File: src/hdl/sha_pkg.sv
// shared constants and round functions for the sha-256 stream hasher
package sha_pkg;

   localparam int BlockBytes = 64;
   localparam int Rounds     = 64;
   localparam int CountBits  = 61;

   typedef logic [31:0] word_type;

   localparam word_type InitH [8] = '{
      32'h6a09e667, 32'hbb67ae85, 32'h3c6ef372, 32'ha54ff53a,
      32'h510e527f, 32'h9b05688c, 32'h1f83d9ab, 32'h5be0cd19};

   localparam word_type RoundK [64] = '{
      32'h428a2f98,32'h71374491,32'hb5c0fbcf,32'he9b5dba5,32'h3956c25b,32'h59f111f1,
      32'h923f82a4,32'hab1c5ed5,32'hd807aa98,32'h12835b01,32'h243185be,32'h550c7dc3,
      32'h72be5d74,32'h80deb1fe,32'h9bdc06a7,32'hc19bf174,32'he49b69c1,32'hefbe4786,
      32'h0fc19dc6,32'h240ca1cc,32'h2de92c6f,32'h4a7484aa,32'h5cb0a9dc,32'h76f988da,
      32'h983e5152,32'ha831c66d,32'hb00327c8,32'hbf597fc7,32'hc6e00bf3,32'hd5a79147,
      32'h06ca6351,32'h14292967,32'h27b70a85,32'h2e1b2138,32'h4d2c6dfc,32'h53380d13,
      32'h650a7354,32'h766a0abb,32'h81c2c92e,32'h92722c85,32'ha2bfe8a1,32'ha81a664b,
      32'hc24b8b70,32'hc76c51a3,32'hd192e819,32'hd6990624,32'hf40e3585,32'h106aa070,
      32'h19a4c116,32'h1e376c08,32'h2748774c,32'h34b0bcb5,32'h391c0cb3,32'h4ed8aa4a,
      32'h5b9cca4f,32'h682e6ff3,32'h748f82ee,32'h78a5636f,32'h84c87814,32'h8cc70208,
      32'h90befffa,32'ha4506ceb,32'hbef9a3f7,32'hc67178f2};

   localparam logic [7:0] PadByte   = 8'h80;
   localparam logic [5:0] LenOffset = 6'd56;

   typedef struct packed {
      logic start;   // pulse: compress the buffered block
   } comp_ctl_type;

   typedef struct packed {
      logic busy;
      logic done;    // pulse: chaining words updated
   } comp_sts_type;

   function automatic word_type rotr(input word_type x, input int n);
      rotr = (x >> n) | (x << (32 - n));
   endfunction

   function automatic word_type ssig0(input word_type x);
      ssig0 = rotr(x, 7) ^ rotr(x, 18) ^ (x >> 3);
   endfunction

   function automatic word_type ssig1(input word_type x);
      ssig1 = rotr(x, 17) ^ rotr(x, 19) ^ (x >> 10);
   endfunction

   function automatic word_type bsig0(input word_type x);
      bsig0 = rotr(x, 2) ^ rotr(x, 13) ^ rotr(x, 22);
   endfunction

   function automatic word_type bsig1(input word_type x);
      bsig1 = rotr(x, 6) ^ rotr(x, 11) ^ rotr(x, 25);
   endfunction

endpackage

File: src/hdl/sha256_stream_hasher_unit.sv
// top level of the streaming sha-256 hasher
// channel | dir | beat
// req_    | in  | data_byte, byte_present, end_of_message
// rsp_    | out | digest_word, word_index, last_word
// a byte beat is written into the block buffer; the word memory write rides along with the fourth byte
// a beat that completes a block stalls the request side while the engine loads
//   the 16 block words, runs its 64 rounds and pulses done
// end of message pads one byte per cycle, held while a block compresses, then eight response beats
// reset is synchronous and returns the chaining words to the initial values
// the response beat holds while rsp_ready is low; req_ready is low meanwhile
module sha256_stream_hasher_unit (
   input  logic        clock,
   input  logic        reset,
   input  logic        req_valid,
   output logic        req_ready,
   input  logic [7:0]  req_data_byte,
   input  logic        req_byte_present,
   input  logic        req_end_of_message,
   output logic        rsp_valid,
   input  logic        rsp_ready,
   output logic [31:0] rsp_digest_word,
   output logic [2:0]  rsp_word_index,
   output logic        rsp_last_word
);
   import sha_pkg::*;

   localparam logic [2:0] StIdle = 3'd0;
   localparam logic [2:0] StComp = 3'd1;
   localparam logic [2:0] StPad  = 3'd2;
   localparam logic [2:0] StOut  = 3'd3;

   logic [2:0]  st_ff, st_in;
   logic [5:0]  fill_ff;
   logic [CountBits-1:0] cnt_ff;
   logic [23:0] acc_ff;       // first three bytes of the current word
   logic        pad_ff;       // padding run in progress
   logic        len_ff;       // length bytes reached
   logic [2:0]  oidx_ff;
   logic        wr_en;
   word_type    wr_data;
   logic [7:0]  byte_in;
   logic        put;
   logic        want_end_ff;
   comp_ctl_type ctl;
   comp_sts_type sts;
   word_type    h_rd;
   logic [63:0] bits;

   assign bits = {cnt_ff, 3'b000};

   sha_compress u_comp (
      .clock(clock), .reset(reset), .ctl(ctl),
      .wr_en(wr_en), .wr_addr(fill_ff[5:2]), .wr_data(wr_data),
      .init_h(st_ff == StOut && rsp_ready && oidx_ff == 3'd7),
      .h_rd_idx(oidx_ff), .h_rd_data(h_rd), .sts(sts)
   );

   // next byte into the buffer
   always_comb begin
      put     = 1'b0;
      byte_in = req_data_byte;
      if (st_ff == StIdle) begin
         put = req_valid && req_byte_present;
      end else if (st_ff == StPad) begin
         put = 1'b1;
         if (!pad_ff) byte_in = PadByte;
         else if (len_ff) byte_in = bits[8*(7 - fill_ff[2:0]) +: 8];
         else byte_in = 8'h00;
      end
   end

   assign wr_en   = put && fill_ff[1:0] == 2'd3;
   assign wr_data = {acc_ff, byte_in};
   assign req_ready = st_ff == StIdle;
   assign ctl.start = put && fill_ff == 6'd63;

   always_comb begin
      st_in = st_ff;
      unique case (st_ff)
         StIdle: if (req_valid) begin
            if (ctl.start) st_in = StComp;
            else if (req_end_of_message) st_in = StPad;
         end
         // compress finished: resume padding, stream the digest after the final block, or return to idle
         StComp: if (sts.done) st_in = want_end_ff ? StPad : (pad_ff ? StOut : StIdle);
         StPad: if (ctl.start) st_in = StComp;
         StOut: if (rsp_ready && oidx_ff == 3'd7) st_in = StIdle;
         default: st_in = StIdle;
      endcase
   end

   always_ff @(posedge clock) begin
      if (put) acc_ff <= {acc_ff[15:0], byte_in};
      if (reset) begin
         st_ff <= StIdle; fill_ff <= '0; cnt_ff <= '0;
         pad_ff <= 1'b0; len_ff <= 1'b0; oidx_ff <= '0; want_end_ff <= 1'b0;
      end else begin
         st_ff <= st_in;
         if (put) fill_ff <= fill_ff + 6'd1;
         if (st_ff == StIdle && req_valid) begin
            if (req_byte_present) cnt_ff <= cnt_ff + CountBits'(1);
            want_end_ff <= req_end_of_message;
         end
         if (st_ff == StPad) begin
            pad_ff <= 1'b1;
            if (fill_ff == LenOffset - 6'd1 && pad_ff && !len_ff) len_ff <= 1'b1;
            if (!pad_ff && fill_ff == LenOffset - 6'd1) len_ff <= 1'b1;
            if (len_ff && fill_ff == 6'd63) begin
               want_end_ff <= 1'b0;   // final block underway
               len_ff <= 1'b0;
            end
         end
         if (st_ff == StComp && sts.done && want_end_ff == 1'b0 && pad_ff) oidx_ff <= '0;
         if (st_ff == StOut && rsp_ready) begin
            oidx_ff <= oidx_ff + 3'd1;
            if (oidx_ff == 3'd7) begin
               pad_ff <= 1'b0; cnt_ff <= '0; fill_ff <= '0;
            end
         end
      end
   end

   assign rsp_valid       = st_ff == StOut;
   assign rsp_digest_word = h_rd;
   assign rsp_word_index  = oidx_ff;
   assign rsp_last_word   = oidx_ff == 3'd7;

endmodule

File: src/hdl/sha_compress.sv
// sha-256 compression engine: block in a word memory, one round per cycle
module sha_compress (
   input  logic                  clock,
   input  logic                  reset,
   input  sha_pkg::comp_ctl_type ctl,
   input  logic                  wr_en,
   input  logic [3:0]            wr_addr,
   input  sha_pkg::word_type     wr_data,
   input  logic                  init_h,
   input  logic [2:0]            h_rd_idx,
   output sha_pkg::word_type     h_rd_data,
   output sha_pkg::comp_sts_type sts
);
   import sha_pkg::*;

   // block word memory, 16 words; read at one address registered
   word_type  w_mem [16];
   word_type  w_rd_ff;
   word_type  h_ff [8];
   word_type  v_ff [8];
   word_type  v_in [8];
   word_type  win_ff [16];
   logic      busy_ff, done_ff;
   logic [6:0] rnd_ff;
   logic       load_ff;
   word_type   w_cur, t1, t2;

   // block words enter the memory; the engine copies them to its window
   always_ff @(posedge clock) begin
      if (wr_en) w_mem[wr_addr] <= wr_data;
      w_rd_ff <= w_mem[rnd_ff[3:0]];
   end

   always_comb begin
      // past round 15 the newest schedule word sits at the top of the window
      if (rnd_ff < 7'd16) w_cur = win_ff[rnd_ff[3:0]];
      else w_cur = win_ff[15];
      t1 = v_ff[7] + bsig1(v_ff[4]) + ((v_ff[4] & v_ff[5]) ^ (~v_ff[4] & v_ff[6]))
         + RoundK[rnd_ff[5:0]] + w_cur;
      t2 = bsig0(v_ff[0]) + ((v_ff[0] & v_ff[1]) ^ (v_ff[0] & v_ff[2]) ^ (v_ff[1] & v_ff[2]));
      v_in[7] = v_ff[6]; v_in[6] = v_ff[5]; v_in[5] = v_ff[4]; v_in[4] = v_ff[3] + t1;
      v_in[3] = v_ff[2]; v_in[2] = v_ff[1]; v_in[1] = v_ff[0]; v_in[0] = t1 + t2;
   end

   always_ff @(posedge clock) begin
      if (reset) begin
         busy_ff <= 1'b0;
         done_ff <= 1'b0;
         load_ff <= 1'b0;
         rnd_ff  <= '0;
         for (int i = 0; i < 8; i++) h_ff[i] <= InitH[i];
      end else begin
         done_ff <= 1'b0;
         if (init_h) for (int i = 0; i < 8; i++) h_ff[i] <= InitH[i];
         if (ctl.start && !busy_ff) begin
            busy_ff <= 1'b1;
            load_ff <= 1'b1;
            rnd_ff  <= '0;
            for (int i = 0; i < 8; i++) v_ff[i] <= h_ff[i];
         end else if (load_ff) begin
            // one word per cycle from the memory into the window, one behind the address
            if (rnd_ff != 7'd0) win_ff[rnd_ff[3:0] - 4'd1] <= w_rd_ff;
            if (rnd_ff == 7'd16) begin
               load_ff <= 1'b0;
               rnd_ff  <= '0;
            end else begin
               rnd_ff <= rnd_ff + 7'd1;
            end
         end else if (busy_ff) begin
            for (int i = 0; i < 8; i++) v_ff[i] <= v_in[i];
            if (rnd_ff >= 7'd15) begin
               // slide window, append next schedule word
               for (int i = 0; i < 15; i++) win_ff[i] <= win_ff[i + 1];
               win_ff[15] <= win_ff[0] + ssig0(win_ff[1]) + win_ff[9] + ssig1(win_ff[14]);
            end
            if (rnd_ff == 7'd63) begin
               busy_ff <= 1'b0;
               done_ff <= 1'b1;
               for (int i = 0; i < 8; i++) h_ff[i] <= h_ff[i] + v_in[i];
            end
            rnd_ff <= rnd_ff + 7'd1;
         end
      end
   end

   assign h_rd_data = h_ff[h_rd_idx];
   assign sts.busy  = busy_ff | ctl.start;
   assign sts.done  = done_ff;

endmodule

File: config.mk
export PLATFORM = sky130hd
export DESIGN_NAME = sha256_stream_hasher_unit
export DESIGN_NICKNAME = d
export VERILOG_FILES = /design/src/hdl/sha_pkg.sv /design/src/hdl/sha256_stream_hasher_unit.sv /design/src/hdl/sha_compress.sv
export SDC_FILE = /design/constraint.sdc
export NUM_CORES = 2
export LEC_CHECK = 0
export ABC_AREA = 1
export BUFFER_PORTS_ARGS = -buffer_cell sky130_fd_sc_hd__buf_2
export CAP_MARGIN = 20
export CORE_MARGIN = 5
export CORE_UTILIZATION = 40
export CTS_BUF_LIST = sky130_fd_sc_hd__clkbuf_4 sky130_fd_sc_hd__clkbuf_8
export CTS_CLUSTER_SIZE = 28
export DETAILED_ROUTE_END_ITERATION = 8
export PLACE_DENSITY = 0.57
export SYNTH_ARGS = -nofsm -noshare
export SYNTH_HDL_FRONTEND = slang
export SYNTH_SLANG_ARGS = --single-unit
File: constraint.sdc
create_clock -name clock -period 17.4 [get_ports clock]
set_clock_uncertainty 0.05 [all_clocks]
set_input_delay 3.48 -clock clock [delete_from_list [all_inputs] [get_ports clock]]
set_output_delay 3.48 -clock clock [all_outputs]
set_load 0.01 [all_outputs]
==> metrics.md <==
| Metric | Value |
|---|---|
| Status | finished clean |
| Max FO, Critical Path | 56 |
| Die Area | 264000 um^2 |
| CTS tree | yes |
| Synth warnings | 0 |
| Async S/R FF share, synth | 0 |
| Total Routing Usage GR | 0.301 |
| CP Data Required Time | 18.21 ns |
| RSZ-0062 raised after global routing | false |
| Post-synthesis xor/xnor area fraction | 0.0348 |
| Worst EP arrival | 12.43 ns |
| # DRC | 0 |
| Routability cong. | 1.01 |
| Post-synthesis register bit count | 1684 |
| Net count after synthesis | 12100 |
| Port buffer count | 51 |
| Vias in the first global route | 84800 |
| Largest net degree at the start of global routing | 148 |
| Synth Area in Compound Gates | 0.171 |
| Routed WL | 410 mm |
| Post-CTS Setup Repair Bufs | 0 |
| Insertion delay to the later sink of the worst-skew pair | 1.09 ns |
| WHS Path Cells | 2 |
| Multiplexer area fraction after synthesis | 0 |
| Via count | 87000 |
| Maximum buffer depth of the clock tree | 4 |
| DR WL/cell | 27.3 um |
| EDFF count, synth | 1528 |
| Final ANT Viol Nets | 0 |
| Reg2reg end | u_comp.h_ff[0][21] |
| Crit path capture | u_comp.h_ff[0][21] |
| IO Pins | 52 |
| Mapped Cells | 11500 |
| Syn Std Cell Area | 102000 um^2 |
| Detailed Routing Iterations Pass 1 | 8 |
| Post-CTS sizing | 0 |
| Most common cell after layout, fill and taps aside | nand2_1 |
| CP most frequent cell | a21oi_1 |
| Reg2Reg Depth | 39 |
| CP max stage cell | buf_4 |
| Max-slew headroom | 0.151 |
| Pins Over Slew Limit | 0 |
| Area grow syn2layout | 9.96% |
| DR iter-0 viols | 9247 |
| Maximum VDD drop | 0.0849 mV |
| Startpoint types | register |
| Leak | 42.9 nW |
| Worst slew pin tran | 1.26 ns |
| Hold Buf Count CTS | 0 |
| Slowest Stage Delay on Critical Path | 0.70 ns |
| Dpl hpwl | 291 mm |
| H-Tree Depth | 5 |
| Largest family of logic cells by synthesized area | compound AO/OA/AOI/OAI gates |
| Synth area leaders | edfxtp_1 (45%), nand2_1 (9.1%), o21ai_0 (6.7%) |
| Worst r2r src | u_comp.rnd_ff[3] |
| Core Area | 253000 um^2 |
| Initial antenna violation count | 15 |
| Simple-Gate Fraction of Synth Area | 0.156 |
| Die Span Y | 514 um |
| Pwr dens | 81.1 nW/um^2 |
| Rows | 185 |
| Top-area cell type share of the netlist area | 0.451 |
| Num Clock Sinks | 1684 |
| Primary FF master, synth | edfxtp_1 |
| Total gr overflow | 0 |
| Synth Area in Adders | 0.0900 |
| Share of cells above drive strength 1 | 0.0770 |
| Most frequent cells in the layout | nand2_1 (2463), edfxtp_1 (1528), o21ai_0 (1360) |
| Hold Path Class | reg -> reg |
| Tcrit/Tclk final | 0.668 |
| Mapped Avg Cell Area | 8.87 um^2 |
| Max-Cap Viols | 0 |
| Clock slew at reported path FFs | 0.06 ns |
| First-pass GRT wire length | 589 mm |
| Initial core utilization | 0.401 |
| Final core occ | 0.441 |
| CTS Buf Count | 326 |
| Sequential area share after synthesis | 0.482 |
| Finish-stage setup viols | 0 |
| Clk root buf | clkbuf_8 |
| Min Tclk post-route | 11.62 ns |
| Reg-to-reg slack, setup | 5.78 ns |
| Highest Clock Rate | 86.1 MHz |
| Final Hold Vio Count | 0 |
| Synth unique cells | 69 |
| Worst setup EP type | register |
| Setup Crit Path Kind | reg -> reg |
| Nets | 12100 |
| Drt via density | 5.78 |
| Area leader, netlist | edfxtp_1 |
| Width of the die | 514 um |
| Total Neg Setup Slack | 0 ns |
| Hold Slack | 0.438 ns |
| Critical path launch point | u_comp.rnd_ff[3] |
==> metal layers <==
layer  vias up  share of wire  GRT usage
met5         -        0.00011          0
met4         6          0.052      0.135
met3       844          0.073     0.0472
met2      3931           0.46      0.492
met1     42700           0.41      0.394
li1      39500              -          -
==> layout make-up <==
cell class / instances / area, um^2
antenna: 9 / 22.5
clock buffer: 451 / 5500
clock inverter: 99 / 687
fill: 24900 / 142000
inverter: 1219 / 4600
multi-input combinational: 8018 / 46300
sequential: 1684 / 49000
tap: 3366 / 4210
timing repair buffer: 198 / 1440
==> state kept, by name, summed over array words and instances (netlist names), 2 cells and up, named ones only <==
register        count
acc_ff             24
u_comp.rnd_ff       7
u_comp.w_mem      512
st_ff               2
u_comp.h_ff       256
rsp_word_index      3
u_comp.v_ff       256
cnt_ff             61
u_comp.w_rd_ff     32
fill_ff             6
u_comp.win_ff     512
==> where the power goes <==
| part | switching, mW | total [mW] | internal, mW |
|---|---|---|---|
| Clock | 1.79 | 3.94 | 2.15 |
| Sequential | 0.133 | 4.72 | 4.59 |
| Combinational | 0.307 | 0.401 | 0.0935 |
| Total | 2.23 | 9.06 | 6.83 |
==> cell usage after synthesis, types with 10 or more instances <==
cell,number
o31ai_1,23
o221ai_1,17
o21bai_1,46
a21o_1,45
a221oi_1,14
a31oi_1,75
o21ai_1,14
buf_1,45
o32ai_1,29
buf_2,115
o211ai_1,83
nor3_1,119
a211oi_1,14
nand3b_1,11
nand4_1,58
or2_2,82
o21a_1,34
nor2_1,693
o21ai_0,1366
a21oi_1,1103
o311ai_0,15
xor2_1,242
clkbuf_1,375
o22ai_1,29
inv_1,1197
xnor2_1,162
nand2_1,2466
ha_1,404
fa_1,195
nand3_1,356
dfxtp_1,156
a21boi_0,10
and2_1,15
maj3_1,19
edfxtp_1,1528
a31o_2,13
inv_2,16
o41ai_1,33
a22oi_1,134
nor4_1,28
==> per-stage QoR <==
step                area, um^2  instances  total power [mW]  worst slack [ns]
floorplan               102000      11500              4.98              6.31
global placement        105000      14500              5.19              5.79
detailed placement      106000      14500              5.21              6.00
CTS                     112000      15000              9.13              5.98
global route            112000      15000              9.36              5.38
finish                  112000      15000              9.06              5.78
==> logic make-up after synthesis <==
| logic type | Yosys count |
|---|---|
| xor gates and xnor gates | 404 |
| AOI/OAI and AO/OA | 3129 |
| DFF | 1684 |
| adders and majority gates | 618 |
| and+or+nand+nor | 3867 |
| buffers and inverters | 1757 |
==> how the worst min path moves through the flow <==
| stage | start | to | slack, ns |
|---|---|---|---|
| after CTS | want_end_ff | want_end_ff | 0.44 |
| after floorplan | len_ff | len_ff | 0.38 |
| after detailed placement | want_end_ff | want_end_ff | 0.43 |
| after global placement | want_end_ff | want_end_ff | 0.42 |
| final | len_ff | len_ff | 0.44 |
| after global routing | len_ff | len_ff | 0.45 |
==> critical path, delay by kind of cell (launching register included) <==
family	cells	cell delay, ns
DFF	1	0.31
buffers and inverters	7	1.94
adders and majority gates	7	3.06
and+or+nand+nor	11	2.09
xor gates and xnor gates	2	0.70
AOI/OAI and AO/OA	12	3.21
Power figures use the tool's default switching activity.
